<file path="src/rtl/loab_pkg.sv">
// Shared types, register indexes, format codes and the divide-by-255 helper.
package loab_pkg;

    // Configuration register indexes
    localparam logic [2:0] CFG_WINDOW_LEFT   = 3'd0;
    localparam logic [2:0] CFG_WINDOW_TOP    = 3'd1;
    localparam logic [2:0] CFG_WINDOW_WIDTH  = 3'd2;
    localparam logic [2:0] CFG_WINDOW_HEIGHT = 3'd3;
    localparam logic [2:0] CFG_LOGO_FORMAT   = 3'd4;

    // Logo format codes
    localparam logic [1:0] FMT_GRAY = 2'd0;
    localparam logic [1:0] FMT_BGR  = 2'd1;
    localparam logic [1:0] FMT_BGRA = 2'd2;

    localparam logic [7:0] FULL_SCALE = 8'd255;

    // Channel order: 0 blue, 1 green, 2 red
    typedef logic [2:0][7:0] t_bgr;

    typedef struct packed {
        logic [12:0] left;
        logic [12:0] top;
        logic [6:0]  width;
        logic [6:0]  height;
        logic [1:0]  format;
    } t_cfg;

    // Input word as unpacked from the stream
    typedef struct packed {
        logic        op;
        logic [11:0] col;
        logic [11:0] row;
        logic [11:0] idx;
        t_bgr        chan;
        logic [7:0]  alpha;
    } t_in_word;

    // Request towards the logo store stage
    typedef struct packed {
        logic       op;
        logic       wr_en;
        logic       in_win;
        t_bgr       chan;
        logic [7:0] alpha;
    } t_req;

    // Frame pixel and logo entry towards the blend stages
    typedef struct packed {
        logic        in_win;
        t_bgr        frame;
        logic [31:0] logo;
    } t_blend_in;

    // floor(n / 255) for n up to 65279
    function automatic logic [7:0] div255(input logic [15:0] n);
        logic [16:0] s;
        s = {1'b0, n} + 17'(n[15:8]) + 17'd1;
        return s[15:8];
    endfunction

endpackage

</file>
<file path="src/rtl/loab_blend.sv">
// Alpha blend: products and sums, then divide by 255 and format select.
module loab_blend import loab_pkg::*; (
    input  logic       i_clk,
    input  logic       i_rst_n,
    input  logic [1:0] i_format,
    input  logic       i_valid,
    output logic       o_ready,
    input  t_blend_in  i_data,
    output logic       o_valid,
    input  logic       i_ready,
    output t_bgr       o_chan,
    output logic       o_inside
);

    // Stage D: logo*a + frame*(255-a) per channel
    logic                  r_d_valid;
    logic [2:0][15:0]      r_d_sum;
    t_bgr                  r_d_logo;
    t_bgr                  r_d_frame;
    logic                  r_d_inside;

    // Stage E: output register
    logic                  r_e_valid;
    t_bgr                  r_e_chan;
    logic                  r_e_inside;

    logic                  ready_d;
    logic                  ready_e;
    t_bgr                  logo_in;
    logic [7:0]            alpha_in;
    logic [7:0]            alpha_inv;
    logic [2:0][15:0]      n_sum;
    t_bgr                  n_chan;

    assign ready_e = !r_e_valid || i_ready;
    assign ready_d = !r_d_valid || ready_e;
    assign o_ready = ready_d;

    assign logo_in   = i_data.logo[23:0];
    assign alpha_in  = i_data.logo[31:24];
    assign alpha_inv = FULL_SCALE - alpha_in;

    always_comb begin
        for (int c = 0; c < 3; c++) begin
            n_sum[c] = ({8'b0, logo_in[c]} * {8'b0, alpha_in}) +
                       ({8'b0, i_data.frame[c]} * {8'b0, alpha_inv});
        end
    end

    always_ff @(posedge i_clk) begin
        if (!i_rst_n) begin
            r_d_valid <= 1'b0;
        end else if (ready_d) begin
            r_d_valid <= i_valid;
        end
    end

    always_ff @(posedge i_clk) begin
        if (ready_d && i_valid) begin
            r_d_sum    <= n_sum;
            r_d_logo   <= logo_in;
            r_d_frame  <= i_data.frame;
            r_d_inside <= i_data.in_win;
        end
    end

    // Colour select; an undefined format passes the frame through
    always_comb begin
        n_chan = r_d_frame;
        if (r_d_inside) begin
            case (i_format)
                FMT_GRAY: n_chan = {r_d_logo[0], r_d_logo[0], r_d_logo[0]};
                FMT_BGR:  n_chan = r_d_logo;
                FMT_BGRA: begin
                    for (int c = 0; c < 3; c++) begin
                        n_chan[c] = div255(r_d_sum[c]);
                    end
                end
                default:  n_chan = r_d_frame;
            endcase
        end
    end

    always_ff @(posedge i_clk) begin
        if (!i_rst_n) begin
            r_e_valid <= 1'b0;
        end else if (ready_e) begin
            r_e_valid <= r_d_valid;
        end
    end

    always_ff @(posedge i_clk) begin
        if (ready_e && r_d_valid) begin
            r_e_chan   <= n_chan;
            r_e_inside <= r_d_inside;
        end
    end

    assign o_valid  = r_e_valid;
    assign o_chan   = r_e_chan;
    assign o_inside = r_e_inside;

endmodule

</file>
<file path="config.mk">
export PLATFORM = sky130hd
export DESIGN_NAME = loab_blend
export DESIGN_NICKNAME = d
export VERILOG_FILES = /design/src/rtl/loab_pkg.sv /design/src/rtl/loab_blend.sv
export SDC_FILE = /design/constraint.sdc
export NUM_CORES = 1
export LEC_CHECK = 0
export ABC_AREA = 0
export ABC_CLOCK_PERIOD_IN_PS = 11700
export BUFFER_PORTS_ARGS = -buffer_cell sky130_fd_sc_hd__buf_2
export CAP_MARGIN = 20
export CORE_ASPECT_RATIO = 1.2
export CORE_MARGIN = 2
export CORE_UTILIZATION = 27
export CTS_CLUSTER_DIAMETER = 120
export DETAILED_ROUTE_END_ITERATION = 8
export PLACE_DENSITY_LB_ADDON = 0.25
export SETUP_SLACK_MARGIN = 0.2
export SYNTH_ARGS = -nofsm -noshare
export SYNTH_HDL_FRONTEND = slang
export SYNTH_SLANG_ARGS = --single-unit
</file>
<file path="constraint.sdc">
create_clock -name i_clk -period 11.7 [get_ports i_clk]
set_input_delay 1.17 -clock i_clk [delete_from_list [all_inputs] [get_ports i_clk]]
set_output_delay 1.17 -clock i_clk [all_outputs]
set_load 0.05 [all_outputs]
</file>
==> results.py, run 1 <==
metrics = {
    "floorplanning": {
        "coreArea_mm2": 0.0670,
        "dieHeight_um": 289,
        "initial_core_util": 0.273,
        "ios": 90,
        "die_width_um": 242,
        "rows": 104,
        "die_area_mm2": 0.0698,
    },
    "cts": {
        "hold_buffers": 0,
        "numCtsBuffers": 17,
        "post_cts_resized": 0,
        "clk_latency_ns": 0.43,
        "cts_root_buf": "clkbuf_16",
        "clk_path_buf_depth": 2,
        "cts_setup_buffers": 0,
        "clk_pin_slew_ns": 0.06,
        "cts_tree": "built",
        "htreeDepth": 4,
        "cts_num_sinks": 124,
    },
    "grt": {
        "grt_pass1_vias": 13844,
        "grt_start_max_net_pins": 79,
        "grt_pass1_wl_mm": 76.7,
        "grt-ovfl-total": 0,
        "antenna_found_initial": 4,
        "grtUsageTotal": 0.141,
    },
    "status": {
        "outcome": "complete, no violations",
    },
    "synthesis": {
        "synth_top_family_by_area": "adder cells",
        "synthAdderAreaFrac": 0.457,
        "synth-edff-count": 122,
        "yosysWarnings": 0,
        "synth_most_common_cell": "inv_1",
        "netlist_top_cells_area": "fa_1, edfxtp_1, ha_1, inv_1, nor2b_1",
        "synth.area.mux_share": 0.00240,
        "synthArstFlopShare": 0,
        "synth.cell_area_mm2": 0.0183,
        "synth_simple_gate_area_frac": 0.158,
        "synth_xor_area_frac": 0.0297,
        "synth_area_leader_cell": "fa_1",
        "ys_seq_area_frac": 0.203,
        "ys_ff_latch": 124,
        "yosys.area.top_type_share": 0.315,
        "postSynthAreaPerCell_um2": 9.98,
        "synth_cell_types": 58,
        "synth_common_cells": "inv_1, fa_1, ha_1",
        "synth_compound_area_frac": 0.0561,
        "synth_cells": 1832,
        "dominantRegCellSynth": "edfxtp_1",
    },
    "place": {
        "place_congestion": 0.793,
        "pre_cts_ws_ns": 4.76,
        "hpwl_mm": 36.4,
        "numPortBuffers": 89,
    },
    "drt": {
        "viasPerCell": 4.41,
        "avgRoutedWirePerCell_um": 16.7,
        "drc_errors": 0,
        "antenna_left": 0,
        "first_pass_iters": 5,
        "drt-total-wl_mm": 47.1,
        "vias": 12439,
        "drt_iter0_markers": 593,
    },
    "sta": {
        "worst_slack_ns": 5.21,
        "drv_slew": 0,
        "tns_ns": 0,
        "fin_crit_ns": 6.49,
        "worst_pin_slew_ns": 1.06,
        "fin_worst_skew_ns": 0.00760,
        "finalSetupViolations": 0,
        "hold_ws_ns": 0.543,
        "hold_viol": 0,
        "rsz0062_at_grt": "false",
        "relSlewSlack": 0.295,
        "fmax_mhz": 154,
        "fin_crit_sh": 0.555,
    },
    "setup_path": {
        "crit_cells": 20,
        "slowest_stage": "fa_1",
        "crit_path_start_kind": "input pin",
        "critical_path.max_stage_delay_ns": 0.54,
        "path_buf_inv": 5,
        "crit_type": "in2reg",
        "path_delay_family": "adder cells",
        "critPathCaptureType": "register",
        "cp_max_fo": 48,
        "reg2regPathDepth": 8,
        "cp.arrival_ns": 6.67,
        "crit_path_frequent_cell": "fa_1",
        "critical_path_required_ns": 11.88,
        "path_cells": "buf_2 > buf_4 > nand2_1 > fa_1 > fa_1 > inv_1 > fa_1 > fa_1 > inv_1 > fa_1 > fa_1 > inv_1 > ha_1 > a21o_1 > a21o_1 > a21oi_2 > o21ai_0 > or3_1 > a21oi_1 > xnor2_1",
    },
    "power_and_ir_drop": {
        "ir_drop_uv": 205,
        "p_leak_uw": 0.00958,
        "powerDensity_mw_per_mm2": 267,
    },
    "worst_hold_path": {
        "hold_path.class": "reg2reg",
        "whs_path_depth": 1,
    },
    "final_layout": {
        "area_growth_pct": 11.3,
        "drive_gt1_frac": 0.0777,
        "nets": 2463,
        "fillerInstances": 7025,
        "post-route-util": 0.304,
    },
    "flow_run": {
        "maxCapViolCount": 0,
    },
}
[power by group]
group          switching (uW)  internal, uW  total [uW]
clock network             211           312         523
logic                    2230          1780        4010
registers                85.2           812         897
total                    2520          2900        5430
[kinds of logic after synthesis]
kind of cell,count (synthesis)
AND/OR/NAND/NOR,532
adder cells (fa/ha/maj),495
buffers and inverters,459
AO/OA/AOI/OAI,155
flip-flops,124
XOR/XNOR,62
multiplexers,4
other,1
[worst paths after layout]
path	start	endpoint	slack [ns]
max	i_data[25]	r_d_sum[47]$_DFFE_PP_	5.21
min	r_d_valid$_SDFFE_PN0N_	o_valid$_SDFFE_PN0P_	0.54
max reg2reg	r_d_sum[26]$_DFFE_PP_	o_chan[10]$_DFFE_PP_	9.02
min reg2reg	r_d_valid$_SDFFE_PN0N_	o_valid$_SDFFE_PN0P_	0.54
[cells in the final DEF (no fill, tap or decap), types with 3 or more instances in the layout]
| master | instances |
|---|---|
| nor3_1 | 11 |
| nor4b_1 | 3 |
| edfxtp_1 | 122 |
| clkinvlp_4 | 5 |
| and2_1 | 111 |
| nor2b_1 | 133 |
| o21ai_0 | 30 |
| xnor2_1 | 41 |
| a21oi_1 | 53 |
| or3_1 | 4 |
| conb_1 | 3 |
| o211ai_1 | 3 |
| clkinv_4 | 4 |
| a31oi_1 | 7 |
| nand3_1 | 8 |
| nand4_1 | 3 |
| xor2_1 | 21 |
| nor2_1 | 63 |
| buf_4 | 12 |
| a21o_1 | 10 |
| ha_1 | 207 |
| clkinv_2 | 3 |
| nand2b_1 | 67 |
| nand2_1 | 115 |
| o22ai_1 | 6 |
| inv_1 | 410 |
| buf_2 | 89 |
| or2_2 | 3 |
| o21a_1 | 10 |
| mux2_2 | 3 |
| a211oi_1 | 6 |
| fa_1 | 288 |
| clkbuf_16 | 17 |
| o221ai_1 | 3 |
[sequential cells by signal, summed over array words and instances (netlist names)]
| register | count |
|---|---|
| r_d_sum | 48 |
| r_d_frame | 24 |
| o_chan | 24 |
| r_d_logo | 24 |
| o_inside | 1 |
| r_d_valid | 1 |
| r_d_inside | 1 |
| o_valid | 1 |
[metal layers]
layer / vias up / wire length (um) / global-route usage
met4: 2 / 767 / 0.0343
met3: 45 / 1610 / 0.0170
li1: 5807 / - / -
met2: 239 / 22800 / 0.243
met1: 6346 / 21900 / 0.190
met5: - / 9 / 0
[layout make-up]
| cell class | instances | area, um2 | share of cell area |
|---|---|---|---|
| Tap cell | 901 | 1130 | 0.0554 |
| Antenna cell | 2 | 5.00 | 0.000246 |
| Clock buffer | 17 | 425 | 0.0209 |
| Sequential cell | 124 | 3700 | 0.182 |
| Multi-Input combinational cell | 1251 | 12900 | 0.632 |
| Clock inverter | 15 | 151 | 0.00744 |
| Inverter | 410 | 1540 | 0.0756 |
| Timing Repair Buffer | 101 | 536 | 0.0263 |
[metrics by stage]
stage	std cells	power, uW	area (um2)
after floorplan	1834	4070	18300
after global placement	2787	4920	19800
after detailed placement	2787	4950	19800
after CTS	2819	5510	20300
after global routing	2820	6130	20400
final	2821	5430	20400
No activity file was read; power rests on OpenSTA's default activity.
==> run 2, diff against run 1 <==
- ABC_CLOCK_PERIOD_IN_PS: 11700 -> 5200
- clock period: 11.7 -> 5.2 ns (I/O delays scaled with it)
==> results.py, run 2 (synthesized netlist as in run 1, its figures left out) <==
metrics = {
    "floorplanning": {
        "ios": 90,
        "rows": 104,
        "die_area_mm2": 0.0698,
        "dieHeight_um": 289,
        "initial_core_util": 0.273,
        "coreArea_mm2": 0.0670,
        "die_width_um": 242,
    },
    "setup_path": {
        "r2r-start": "r_d_sum[26]$_DFFE_PP_",
        "rrSetupSlack_ns": 2.30,
        "critical_path_required_ns": 5.40,
        "crit_path_start_kind": "input pin",
        "cp_max_fo": 11,
        "reg2reg_to": "o_chan[10]$_DFFE_PP_",
        "critical_path.max_stage_delay_ns": 0.55,
        "cp.arrival_ns": 5.45,
        "reg2regPathDepth": 8,
        "slowest_stage": "fa_1",
        "crit_type": "in2reg",
        "critPathCaptureType": "register",
        "path_cells": "buf_12 > bufbuf_16 > and2_4 > fa_1 > inv_1 > fa_1 > inv_1 > fa_1 > fa_1 > fa_1 > inv_1 > fa_1 > inv_1 > ha_4 > or3_4 > a41o_1 > o21ai_1 > a21boi_1 > xor2_1",
        "cp-startpoint": "i_data[28]",
        "crit_path_frequent_cell": "fa_1",
    },
    "place": {
        "hpwl_mm": 41.5,
        "place_area_mm2": 0.0218,
        "dp_cells": 2979,
        "numPortBuffers": 89,
        "pre_cts_ws_ns": -0.876,
        "place_congestion": 0.812,
    },
    "power_and_ir_drop": {
        "seqPwrFrac": 0.120,
        "switching_power_uw": 7220,
        "ir_drop_uv": 690,
        "p_leak_uw": 0.0111,
        "p_sw_frac": 0.432,
        "pwr-share-clk": 0.067,
        "p_int_uw": 9500,
        "p_comb_frac": 0.813,
        "powerDensity_mw_per_mm2": 711,
    },
    "sta": {
        "fmax_mhz": 191,
        "fin_worst_skew_ns": 0.0124,
        "fin_crit_ns": 5.24,
        "hold_ws_ns": 0.276,
        "worst_pin_slew_ns": 1.03,
        "fin_crit_sh": 1.01,
        "worst_slack_ns": -0.0417,
        "drv_slew": 0,
        "relSlewSlack": 0.310,
        "rsz0062_at_grt": "true",
        "finalSetupViolations": 2,
        "hold_viol": 0,
    },
    "grt": {
        "grt_start_max_net_pins": 55,
        "grt-ovfl-total": 0,
        "grt_pass1_vias": 14786,
        "grtUsageTotal": 0.155,
        "antenna_found_initial": 3,
        "grt_pass1_wl_mm": 82.5,
    },
    "drt": {
        "vias": 13399,
        "antenna_left": 0,
        "drc_errors": 0,
        "first_pass_iters": 5,
        "drt_iter0_markers": 423,
        "viasPerCell": 4.38,
        "drt-total-wl_mm": 52.8,
        "avgRoutedWirePerCell_um": 17.2,
    },
    "cts": {
        "cts_tree": "built",
        "clk_latency_ns": 0.46,
        "numCtsBuffers": 17,
        "clk_path_buf_depth": 2,
        "cts_num_sinks": 124,
        "htreeDepth": 4,
        "cts_root_buf": "clkbuf_16",
        "clk_pin_slew_ns": 0.06,
        "hold_buffers": 0,
    },
    "final_layout": {
        "largest_register_ffs": 48,
        "nets": 2706,
        "stdcell_area_mm2": 0.0235,
        "final_common_cell": "inv_1",
        "regMostFlops": "r_d_sum",
        "finalNonFillerCells": 3062,
        "multi_input_area_mm2": 0.0136,
        "drive_gt1_frac": 0.249,
        "fillerInstances": 6875,
        "final_cell_mix": "inv_1, fa_1, buf_4, ha_1, edfxtp_1",
        "area_growth_pct": 28.8,
        "seq_area_mm2": 0.00370,
    },
    "flow_run": {
        "maxCapViolCount": 0,
    },
    "worst_hold_path": {
        "holdCritStartpoint": "i_data[56]",
        "hold_path.class": "in2reg",
        "min_to": "r_d_inside$_DFFE_PP_",
        "whs_path_depth": 1,
    },
    "status": {
        "violations": "negative setup slack",
        "outcome": "complete, but fails checks",
    },
}
run 2: metal layers:
layer  vias to the layer above  track usage  wire, um
met3                        46       0.0191      1770
met1                      6833        0.196     23300
met2                       206        0.277     26800
li1                       6312            -         -
met5                         -            0         8
met4                         2       0.0422       940
run 2: per-stage QoR:
stage / setup TNS [ns] / total power [uW] / utilization
floorplan: -1.51 / 10200 / -
global placement: -13.76 / 13700 / 0.325
detailed placement: -15.34 / 13900 / 0.325
CTS: -0.0320 / 15800 / 0.342
global route: -0.809 / 18500 / 0.351
finish: -0.0464 / 16700 / 0.351
run 2: area by class of cell:
cell class | instances | area share
Antenna cell | 1 | 0.000106
Clock buffer | 18 | 0.0182
Clock inverter | 13 | 0.00393
Inverter | 410 | 0.0655
Multi-Input combinational cell | 1251 | 0.579
Sequential cell | 124 | 0.157
Tap cell | 901 | 0.0479
Timing Repair Buffer | 344 | 0.128
run 2: power by group through the flow:
stage | Sequential [uW] | Combinational [uW] | Clock, uW
floorplan | 2000 | 8150 | 0
global placement | 2020 | 11600 | 0
detailed placement | 2030 | 11800 | 0
CTS | 2010 | 12700 | 1140
global route | 2030 | 15300 | 1180
finish | 2010 | 13600 | 1120
run 2: how the worst max path moves through the flow:
stage                     cells past startpoint                    end  slack [ns]
final                                        19  r_d_sum[30]$_DFFE_PP_       -0.04
after global placement                       22  r_d_sum[30]$_DFFE_PP_       -0.84
after global routing                         20  r_d_sum[30]$_DFFE_PP_       -0.16
after detailed placement                     22  r_d_sum[30]$_DFFE_PP_       -0.88
after CTS                                    19  r_d_sum[47]$_DFFE_PP_       -0.03
after floorplan                              21  r_d_sum[47]$_DFFE_PP_       -0.30
run 2: timing repair:
action                                 in CTS  in global routing
setup endpoints to repair                  24                 21
resized for setup                          78                108
setup buffers                              24                 18
endpoints found under the hold margin       0                  0
gates cloned                                5                  3
pin swaps                                  51                 60
run 2: worst max-delay path: cells and delay by family:
family | cells | cell delay (ns)
xor gates and xnor gates | 1 | 0.16
AOI/OAI and AO/OA | 3 | 0.45
adders and majority gates | 7 | 3.12
and+or+nand+nor | 2 | 0.55
buffers and inverters | 6 | 0.63
