--- src/rtl/loab_pkg.sv ---
// Shared types, register indexes, format codes and the divide-by-255 helper.
package loab_pkg;

    // Configuration register indexes
    localparam logic [2:0] CFG_WINDOW_LEFT   = 3'd0;
    localparam logic [2:0] CFG_WINDOW_TOP    = 3'd1;
    localparam logic [2:0] CFG_WINDOW_WIDTH  = 3'd2;
    localparam logic [2:0] CFG_WINDOW_HEIGHT = 3'd3;
    localparam logic [2:0] CFG_LOGO_FORMAT   = 3'd4;

    // Logo format codes
    localparam logic [1:0] FMT_GRAY = 2'd0;
    localparam logic [1:0] FMT_BGR  = 2'd1;
    localparam logic [1:0] FMT_BGRA = 2'd2;

    localparam logic [7:0] FULL_SCALE = 8'd255;

    // Channel order: 0 blue, 1 green, 2 red
    typedef logic [2:0][7:0] t_bgr;

    typedef struct packed {
        logic [12:0] left;
        logic [12:0] top;
        logic [6:0]  width;
        logic [6:0]  height;
        logic [1:0]  format;
    } t_cfg;

    // Input word as unpacked from the stream
    typedef struct packed {
        logic        op;
        logic [11:0] col;
        logic [11:0] row;
        logic [11:0] idx;
        t_bgr        chan;
        logic [7:0]  alpha;
    } t_in_word;

    // Request towards the logo store stage
    typedef struct packed {
        logic       op;
        logic       wr_en;
        logic       in_win;
        t_bgr       chan;
        logic [7:0] alpha;
    } t_req;

    // Frame pixel and logo entry towards the blend stages
    typedef struct packed {
        logic        in_win;
        t_bgr        frame;
        logic [31:0] logo;
    } t_blend_in;

    // floor(n / 255) for n up to 65279
    function automatic logic [7:0] div255(input logic [15:0] n);
        logic [16:0] s;
        s = {1'b0, n} + 17'(n[15:8]) + 17'd1;
        return s[15:8];
    endfunction

endpackage

--- src/rtl/loab_window.sv ---
// Window test and logo store address generation, two pipeline stages.
module loab_window import loab_pkg::*; #(
    parameter int LOGO_MAX_WIDTH  = 64,
    parameter int LOGO_MAX_HEIGHT = 64
) (
    input  logic             i_clk,
    input  logic             i_rst_n,
    input  t_cfg             i_cfg,
    input  logic             i_valid,
    output logic             o_ready,
    input  t_in_word         i_word,
    output logic             o_valid,
    input  logic             i_ready,
    output t_req             o_req,
    output logic [((LOGO_MAX_WIDTH*LOGO_MAX_HEIGHT > 1) ?
                   $clog2(LOGO_MAX_WIDTH*LOGO_MAX_HEIGHT) : 1)-1:0] o_addr
);

    localparam int DEPTH = LOGO_MAX_WIDTH * LOGO_MAX_HEIGHT;
    localparam int AW    = (DEPTH > 1) ? $clog2(DEPTH) : 1;
    localparam int XW    = (LOGO_MAX_WIDTH > 1) ? $clog2(LOGO_MAX_WIDTH) : 1;
    localparam int YW    = (LOGO_MAX_HEIGHT > 1) ? $clog2(LOGO_MAX_HEIGHT) : 1;
    localparam logic [12:0]   MAXW_C = 13'(LOGO_MAX_WIDTH);
    localparam logic [12:0]   MAXH_C = 13'(LOGO_MAX_HEIGHT);
    localparam logic [AW-1:0] MAXW_A = AW'(LOGO_MAX_WIDTH);

    // Stage A: offsets into the window and the inside test
    logic [13:0] lx_full;
    logic [13:0] ly_full;
    logic [12:0] w_lim;
    logic [12:0] h_lim;
    logic        inside_now;

    logic          r_a_valid;
    logic          r_a_op;
    logic [11:0]   r_a_idx;
    logic          r_a_inside;
    logic [XW-1:0] r_a_lx;
    logic [YW-1:0] r_a_ly;
    t_bgr          r_a_chan;
    logic [7:0]    r_a_alpha;

    // Stage B: store address
    logic          r_b_valid;
    t_req          r_b_req;
    logic [AW-1:0] r_b_addr;

    logic ready_a;
    logic ready_b;
    logic [AW-1:0] n_addr;
    logic          n_wr_en;

    assign ready_b = !r_b_valid || i_ready;
    assign ready_a = !r_a_valid || ready_b;
    assign o_ready = ready_a;

    // Two's complement offsets, bit 13 is the sign
    assign lx_full = {2'b00, i_word.col} - {i_cfg.left[12], i_cfg.left};
    assign ly_full = {2'b00, i_word.row} - {i_cfg.top[12], i_cfg.top};

    // Window size saturates at the store geometry
    assign w_lim = ({6'b0, i_cfg.width}  > MAXW_C) ? MAXW_C : {6'b0, i_cfg.width};
    assign h_lim = ({6'b0, i_cfg.height} > MAXH_C) ? MAXH_C : {6'b0, i_cfg.height};

    assign inside_now = !lx_full[13] && !ly_full[13] &&
                        (lx_full[12:0] < w_lim) && (ly_full[12:0] < h_lim);

    always_ff @(posedge i_clk) begin
        if (!i_rst_n) begin
            r_a_valid <= 1'b0;
        end else if (ready_a) begin
            r_a_valid <= i_valid;
        end
    end

    always_ff @(posedge i_clk) begin
        if (ready_a && i_valid) begin
            r_a_op     <= i_word.op;
            r_a_idx    <= i_word.idx;
            r_a_inside <= inside_now;
            r_a_lx     <= lx_full[XW-1:0];
            r_a_ly     <= ly_full[YW-1:0];
            r_a_chan   <= i_word.chan;
            r_a_alpha  <= i_word.alpha;
        end
    end

    // Logo writes use their own index; writes beyond the store are dropped
    always_comb begin
        n_wr_en = r_a_op && (32'(r_a_idx) < 32'(DEPTH));
        if (r_a_op) begin
            n_addr = AW'(r_a_idx);
        end else begin
            n_addr = AW'(r_a_ly) * MAXW_A + AW'(r_a_lx);
        end
    end

    always_ff @(posedge i_clk) begin
        if (!i_rst_n) begin
            r_b_valid <= 1'b0;
        end else if (ready_b) begin
            r_b_valid <= r_a_valid;
        end
    end

    always_ff @(posedge i_clk) begin
        if (ready_b && r_a_valid) begin
            r_b_req.op     <= r_a_op;
            r_b_req.wr_en  <= n_wr_en;
            r_b_req.in_win <= r_a_inside && !r_a_op;
            r_b_req.chan   <= r_a_chan;
            r_b_req.alpha  <= r_a_alpha;
            r_b_addr       <= n_addr;
        end
    end

    assign o_valid = r_b_valid;
    assign o_req   = r_b_req;
    assign o_addr  = r_b_addr;

endmodule

--- config.mk ---
export PLATFORM = sky130hd
export DESIGN_NAME = loab_window
export DESIGN_NICKNAME = d
export VERILOG_FILES = /design/src/rtl/loab_pkg.sv /design/src/rtl/loab_window.sv
export SDC_FILE = /design/constraint.sdc
export NUM_CORES = 1
export LEC_CHECK = 0
export BUFFER_PORTS_ARGS = -buffer_cell sky130_fd_sc_hd__buf_2
export CAP_MARGIN = 20
export CORE_MARGIN = 2
export CORE_UTILIZATION = 46
export DETAILED_ROUTE_END_ITERATION = 12
export PLACE_DENSITY_LB_ADDON = 0.05
export SLEW_MARGIN = 10
export SYNTH_ARGS = -nofsm -noshare
export SYNTH_HDL_FRONTEND = slang
export SYNTH_SLANG_ARGS = --single-unit
--- constraint.sdc ---
create_clock -name i_clk -period 4.21 [get_ports i_clk]
set_input_delay 0.421 -clock i_clk [delete_from_list [all_inputs] [get_ports i_clk]]
set_output_delay 0.421 -clock i_clk [all_outputs]
set_load 0.01 [all_outputs]
==> run metrics, run 1 <==
result of the run completed; Tmin final 3.31 ns; Stages on worst setup path 17; vias in the first global route 3054; GRT Total Usage 16.2%; layout cells sized above 1 37.5%; DP Cell Count 650; width of the die 108 um; Skew-Pair Late Insertion Delay 0.37 ns; Multi-input gate area 0.00162 mm^2; largest net degree at the start of global routing 59; H-Tree Depth 3; Yosys top cell area share 63.3%; Post-Layout Inst Area 0.00610 mm^2; number of synthesized flops with an enable pin 104; Num CTS Buffers 9; r2r worst-path depth 4; critical path required time 4.44 ns; CTS root buf clkbuf_8; GPL Wtd Cong 0.885; total routed wirelength 9170 um; final hold vios 0; Worst VDD drop 0.216 mV; PD cells 364 mW/mm^2; Syn Area/Cell 13.9 um^2; Post-DP HPWL 6990 um; I/O Buffers 161; Syn Nets 509; crit path DAT 3.54 ns; post-CTS setup buffer count 0; crit end category flip-flop; wire per inst 13.8 um; worst stage delay on the critical path 0.32 ns; Syn Inst Count 356; row cnt 37; initial antenna violation count 0; max-cap violations 0; asr flop ratio synth 0%; yosys warns 0; post-place setup slack 0.482 ns; RR Startpoint o_valid; fillers 905; antenna diode count 0; first-pass GRT wire length 14200 um; crit-path most repeated cell ha_1; CORE AREA 0.0104 mm^2; Slew @ Worst Pin 0.725 ns; Layout Cells excl Fill 666; Area after DPL 0.00591 mm^2; type of the worst setup path in -> reg; Die Ht 108 um; Detail Route Antenna Nets 0; critical path, cell by cell buf_2 -> inv_1 -> ha_1 -> nor2b_4 -> o21a_1 -> o21ai_2 -> or2b_1 -> a21oi_1 -> xnor2_1 -> ha_1 -> a21o_1 -> a22oi_1 -> o211ai_1 -> nor4_1 -> nand3_1 -> a2111oi_2 -> and4_1; Critical Path End r_a_inside; post-synth top area cell edfxtp_1; routed via count 3260; clock buffer depth 2; clock sink count 106; RSZ-0062 raised after global routing no; Reg area 0.00316 mm^2; final setup fails 0; DIE AREA 0.0116 mm^2; Top FF cell, synth edfxtp_1; Final Total Pwr 2.22 mW; area of the mapped netlist 0.00494 mm^2; Final TNS setup 0 ns; CP startpoint i_cfg[17]; Initial Util 47.6%; Worst R2R Setup Slack 2.53 ns; Worst-path clk slew 0.10 ns; Rel. slew slack 51.7%; Total Nets Final 678; Pleak 2.65 nW; post-synthesis sequential area ratio 64.1%; # hold bufs at CTS 0; DRC viols 0; crit-path max FO 2; vias per cell 4.89; Critical path buffers and inverters 2; Hold WC Path Type in -> reg; cell family with most CP delay compound AO/OA/AOI/OAI gates; Final period util 78.6%; synth top area cells edfxtp_1 63%, ha_1 9.1%, mux2_2 3.2%; Fmax 302 MHz; Synth cell types 51; Final WS setup 0.900 ns; crit path launch type input port; area grow syn2layout 23.5%; drt first-iter violations 142; Final Max Tran Viols 0; slowest stage cell, crit path a2111oi_2; num ports 164; clock skew 0.0130 ns; First-pass DRT Iterations 4; Reg-to-Reg End r_a_lx[5]; CTS tree done; post-cts sizing count 0; GRT overflow 0; post-synthesis sequential element count 106
==> registers in the layout, indices dropped and copies added, names as in the netlist, 6 cells and up <==
name,count
r_a_ly,6
r_a_idx,12
r_a_alpha,8
r_a_chan,24
r_a_lx,6
o_req,34
o_addr,12
==> synthesized netlist by cell type (2+ instances only) <==
master,instances
edfxtp_1,104
and2_1,2
nand4_1,3
a21o_1,4
clkbuf_1,2
nand3_1,4
a22oi_1,2
a21oi_1,15
mux2i_1,5
o31ai_1,2
mux2_2,14
nand2b_1,2
nor2_1,19
o41ai_1,2
nand3b_1,2
fa_1,2
and4_1,2
inv_1,37
nand2_1,21
o21bai_1,2
o21ai_0,8
nor3_1,9
o211ai_1,4
o2111ai_1,2
ha_1,36
nor2b_1,11
o21a_1,6
dfxtp_1,2
xnor2_1,10
==> metrics by stage <==
step / hold slack (ns) / util, %
after floorplan: 0.400 / -
after global placement: 0.401 / 57.0
after detailed placement: 0.405 / 57.0
after CTS: 0.204 / 58.8
after global routing: 0.196 / 58.8
final: 0.221 / 58.8
==> report_power, final <==
part | total (mW) | switching [mW] | leakage (nW) | internal, mW
combinational | 0.382 | 0.202 | 1.54 | 0.180
sequential | 1.25 | 0.0171 | 1.01 | 1.24
clock | 0.583 | 0.315 | 0.0939 | 0.268
total | 2.22 | 0.534 | 2.65 | 1.69
==> cell type report <==
type / count / share of cell area (%)
clock inverters: 7 / 0.985
inverters: 37 / 2.28
flip-flops and latches: 106 / 51.9
multi-input cells: 208 / 26.6
well taps: 136 / 2.79
clock buffers: 9 / 2.03
repair buffers: 163 / 13.5
==> how the worst min path moves through the flow <==
| stage | start | to | slack (ns) | cells past startpoint |
|---|---|---|---|---|
| finish | i_word[11] | r_a_chan[3] | 0.22 | 1 |
| global route | i_word[4] | r_a_alpha[4] | 0.20 | 1 |
| CTS | i_word[24] | r_a_chan[16] | 0.20 | 1 |
| detailed placement | r_a_chan[3] | o_req[11] | 0.40 | 0 |
| global placement | r_a_alpha[4] | o_req[4] | 0.40 | 0 |
| floorplan | r_a_alpha[0] | o_req[0] | 0.40 | 0 |
==> placed cells by master, fill, tap and decap left out, types with 3 or more instances in the layout <==
cell type / n
buf_2: 161
edfxtp_1: 104
inv_1: 37
ha_1: 36
nand2_1: 21
nor2_1: 19
a21oi_1: 15
mux2_2: 14
xnor2_1: 10
nor2b_1: 10
nor3_1: 9
clkbuf_8: 9
o21ai_0: 8
o21a_1: 6
mux2i_1: 5
a21o_1: 4
nand3_1: 4
o211ai_1: 4
nand4_1: 3
clkinv_2: 3
==> logic make-up (layout without fill, tap and decap cells) <==
kind of cell	Yosys count	in the layout	synth area share [%]
DFF	106	106	64.1
and+or+nand+nor	82	82	8.49
AOI/OAI and AO/OA	59	59	8.24
buffers and inverters	42	216	3.29
adders and majority gates	38	38	9.93
muxes	19	19	4.21
xor gates and xnor gates	10	10	1.77
==> per-layer routing <==
metal | GRT usage, % | vias up | routed length (um)
met2 | 27.2 | 109 | 4440
met1 | 20.5 | 1490 | 3930
met5 | 0 | - | 0
li1 | - | 1651 | -
met4 | 6.59 | 0 | 136
met3 | 3.27 | 10 | 663
Note: power is estimated with default switching activity, not from simulation.
==> run 2: changes to the inputs <==
==> constraint.sdc (replaced) <==
create_clock -name i_clk -period 2.85 [get_ports i_clk]
set_input_delay 0.285 -clock i_clk [delete_from_list [all_inputs] [get_ports i_clk]]
set_output_delay 0.285 -clock i_clk [all_outputs]
set_load 0.01 [all_outputs]
==> run metrics, run 2 (synthesis gave the netlist of run 1 again) <==
result of the run finished, violations left; failing checks setup timing; type of the worst setup path in -> reg; cell family with most CP delay compound AO/OA/AOI/OAI gates; CTS tree done; crit end category flip-flop; fillers 860; Slew @ Worst Pin 0.649 ns; layout cells sized above 1 44.0%; final setup fails 1; slowest stage cell, crit path a2111oi_4; clock buffer depth 2; Total Nets Final 712; Final TNS setup -0.0856 ns; width of the die 108 um; Die Ht 108 um; Pleak 2.85 nW; area grow syn2layout 31.9%; Detail Route Antenna Nets 0; GPL Wtd Cong 0.835; max-cap violations 0; vias per cell 4.97; routed via count 3476; Fmax 341 MHz; CORE AREA 0.0104 mm^2; GRT overflow 0; Num CTS Buffers 9; antenna diode count 0; crit-path max FO 2; commonest non-fill, non-tap cell in the layout buf_2; Layout Cells excl Fill 700; critical path, cell by cell buf_8 -> inv_6 -> ha_4 -> nor2b_4 -> o21a_1 -> o21ai_2 -> or2b_1 -> a21oi_2 -> xnor2_2 -> ha_1 -> a21o_1 -> a22oi_2 -> o211ai_1 -> nor4_2 -> nand3_1 -> a2111oi_4 -> and4_1; vias in the first global route 3346; DRC viols 0; Worst-path clk slew 0.09 ns; Tmin final 2.94 ns; Final Max Tran Viols 0; GRT Total Usage 16.9%; crit path DAT 3.16 ns; commonest cells after routing, fill and taps aside 159 x buf_2, 104 x edfxtp_1, 36 x inv_1, 36 x buf_4, 33 x ha_1; drt first-iter violations 124; Rel. slew slack 56.7%; Hold WC Path Type in -> reg; largest net degree at the start of global routing 31; row cnt 37; Final WS setup -0.0856 ns; wire per inst 14.1 um; Initial Util 47.6%; I/O Buffers 161; First-pass DRT Iterations 4; initial antenna violation count 1; Skew-Pair Late Insertion Delay 0.35 ns; clock sink count 106; CTS root buf clkbuf_8; Worst VDD drop 0.269 mV; Hold Slack 0.0970 ns; clock skew 0.00804 ns; DP Cell Count 673; Critical path buffers and inverters 2; DIE AREA 0.0116 mm^2; Final period util 103%; total routed wirelength 9900 um; num ports 164; first-pass GRT wire length 15000 um; Post-DP HPWL 7610 um; worst stage delay on the critical path 0.30 ns; critical path required time 3.07 ns; post-place setup slack -0.591 ns; PD cells 539 mW/mm^2; final hold vios 0; Largest register FFs 34; crit path launch type input port; RSZ-0062 raised after global routing yes; Worst R2R Setup Slack 0.90 ns; H-Tree Depth 3
[run 2: worst reg2reg max path: stages (launching register included)]
cell and delay [ns]:
dfxtp_1 0.31, nor2b_1 0.19, nand2_1 0.10, and2_2 0.57, buf_4 0.45
[run 2: through the flow]
| stage | area, um^2 | power [mW] | util (%) |
|---|---|---|---|
| floorplan | 4960 | 2.26 | - |
| global placement | 6120 | 2.50 | 59.0 |
| detailed placement | 6120 | 2.52 | 59.0 |
| CTS | 6430 | 3.51 | 62.0 |
| global route | 6510 | 3.69 | 62.8 |
| finish | 6510 | 3.51 | 62.8 |
[run 2: path summary, 6_finish.rpt]
kind,start,endpoint,depth (start not counted)
worst max-delay path,i_cfg[17],r_a_inside,17
worst min-delay path,i_word[0],r_a_alpha[0],1
worst max register to register,o_valid,r_a_chan[2],4
worst min register to register,r_a_chan[7],o_req[15],0
[run 2: final cells by class]
cell class	instances	area, um^2	share of cell area [%]
timing repair buffer	197	1100	16.9
sequential	106	3160	48.6
clock buffer	9	124	1.90
clock inverter	7	93.8	1.44
multi-input combinational	208	1720	26.4
tap	136	170	2.61
inverter	37	144	2.21
[run 2: repair_timing]
action,4_1_cts,5_1_grt
resized for setup,5,12
endpoints found under the setup margin,1,1
hold buffers,0,0
setup buffers,10,1
pin swaps,13,11
[run 2: routing by layer]
layer / track usage (%) / up-vias / routed length (um)
met2: 29.5 / 135 / 4950
met5: 0 / - / 11
met4: 7.05 / 2 / 242
li1: - / 1721 / -
met3: 3.57 / 19 / 649
met1: 20.3 / 1599 / 4040
[run 2: where the power goes]
group / total, mW / switching [mW] / internal (mW)
sequential: 1.85 / 0.0255 / 1.83
combinational: 0.701 / 0.344 / 0.357
clock: 0.955 / 0.462 / 0.493
==> run 3: changes to the inputs <==
--- a/config.mk
+++ b/config.mk
@@ -10,6 +10,7 @@
 export CORE_MARGIN = 2
 export CORE_UTILIZATION = 46
 export DETAILED_ROUTE_END_ITERATION = 12
+export GPL_TIMING_DRIVEN = 0
 export PLACE_DENSITY_LB_ADDON = 0.05
 export SLEW_MARGIN = 10
 export SYNTH_ARGS = -nofsm -noshare
==> constraint.sdc (replaced) <==
create_clock -name i_clk -period 3.3 [get_ports i_clk]
set_input_delay 0.33 -clock i_clk [delete_from_list [all_inputs] [get_ports i_clk]]
set_output_delay 0.33 -clock i_clk [all_outputs]
set_load 0.01 [all_outputs]
==> run metrics, run 3 (synthesis gave the netlist of run 1 again) <==
result of the run completed; routed via count 3343; critical path required time 3.53 ns; antenna diode count 0; Largest register FFs 34; CTS root buf clkbuf_8; switching part of the total 24.9%; CORE AREA 0.0104 mm^2; PD cells 470 mW/mm^2; Tmin final 3.11 ns; crit end category flip-flop; Area after DPL 0.00594 mm^2; Sw Pwr 727 uW; clock skew 0.0102 ns; DP Cell Count 654; initial antenna violation count 0; final hold vios 0; total routed wirelength 9450 um; Initial Util 47.6%; Total Nets Final 686; Layout Cells excl Fill 674; Multi-input gate area 0.00165 mm^2; Post-DP HPWL 7390 um; Reg area 0.00316 mm^2; vias per cell 4.96; largest net degree at the start of global routing 59; width of the die 108 um; share of power burned in registers 54.7%; Final Max Tran Viols 0; Post-Layout Inst Area 0.00621 mm^2; drt first-iter violations 149; Comb pwr share 17.7%; Final period util 94.1%; row cnt 37; clock power share 27.6%; Hold WC Path Type in -> reg; max-cap violations 0; final setup fails 0; Pleak 2.70 nW; Worst VDD drop 0.189 mV; Fmax 322 MHz; CTS tree done; Rel. slew slack 50.2%; post-place setup slack -0.455 ns; commonest cells after routing, fill and taps aside 161 x buf_2, 104 x edfxtp_1, 36 x inv_1, 36 x ha_1, 21 x nand2_1; Worst-path clk slew 0.10 ns; clock buffer depth 2; Slew @ Worst Pin 0.747 ns; vias in the first global route 3305; clock sink count 106; fillers 881; GRT Total Usage 16.5%; Skew-Pair Late Insertion Delay 0.35 ns; first-pass GRT wire length 14900 um; area grow syn2layout 25.9%; type of the worst setup path in -> reg; wire per inst 14.0 um; crit path launch type input port; Detail Route Antenna Nets 0; crit path DAT 3.34 ns; commonest non-fill, non-tap cell in the layout buf_2; GPL Wtd Cong 0.896; Num CTS Buffers 9; DIE AREA 0.0116 mm^2; H-Tree Depth 3; GRT overflow 0; Hold Slack 0.136 ns; DRC viols 0; Die Ht 108 um; I/O Buffers 161; Final WS setup 0.194 ns; layout cells sized above 1 39.4%; crit-path max FO 2; num ports 164; First-pass DRT Iterations 4; Internal 2.19 mW
[run 3: layout make-up]
type                       instances  share of cell area (%)
sequential                       106                    50.9
multi-input combinational        208                    26.5
timing repair buffer             166                    13.8
tap                              136                    2.74
inverter                          37                    2.23
clock buffer                      10                    2.05
clock inverter                     6                    1.35
buffer                             5                   0.383
[run 3: what timing repair did]
item | 4_1_cts | 5_1_grt
hold buffers | 0 | 0
buffers inserted | 2 | 2
setup endpoints to repair | 1 | 1
resized for setup | 3 | 5
pin swaps | 7 | 14
[run 3: metrics by stage]
stage / power (mW) / TNS (ns) / utilization, %
floorplan: 1.95 / 0 / -
global route: 3.08 / -0.0206 / 59.9
global placement: 2.11 / -30.99 / 57.0
finish: 2.92 / 0 / 59.9
detailed placement: 2.13 / -0.455 / 57.3
CTS: 2.94 / 0 / 59.6
[run 3: power by group through the flow]
stage | logic [mW] | clock network (mW) | registers [mW]
after floorplan | 0.307 | 0 | 1.64
after global placement | 0.482 | 0 | 1.63
after detailed placement | 0.498 | 0 | 1.63
after CTS | 0.512 | 0.829 | 1.60
after global routing | 0.587 | 0.882 | 1.61
final | 0.516 | 0.806 | 1.60
[run 3: path summary, 6_finish.rpt]
kind	startpoint	to	slack (ns)	cells past startpoint
worst max-delay path	i_word[45]	r_a_inside	0.19	16
worst min-delay path	i_word[29]	r_a_chan[21]	0.14	1
worst max register to register	o_valid	r_a_chan[20]	1.66	3
worst min register to register	r_a_chan[2]	o_req[10]	0.42	0
[run 3: routing by layer]
metal  vias to the layer above  global-route usage, %  share of wire, %
met4                         0                   6.87               2.2
met1                      1538                   20.1                41
met5                         -                      0                 0
li1                       1671                      -                 -
met2                       117                   29.2                50
met3                        17                   2.36               6.8
[run 3: critical path: stages]
cell	delay, ns
buf_2	0.11
ha_1	0.29
nor2b_4	0.12
o21a_1	0.21
o21ai_2	0.13
or2b_1	0.25
a21oi_2	0.16
xnor2_2	0.13
ha_1	0.26
a21o_1	0.17
a22oi_2	0.17
o211ai_1	0.14
nor4_2	0.20
nand3_1	0.15
a2111oi_2	0.29
and4_1	0.23
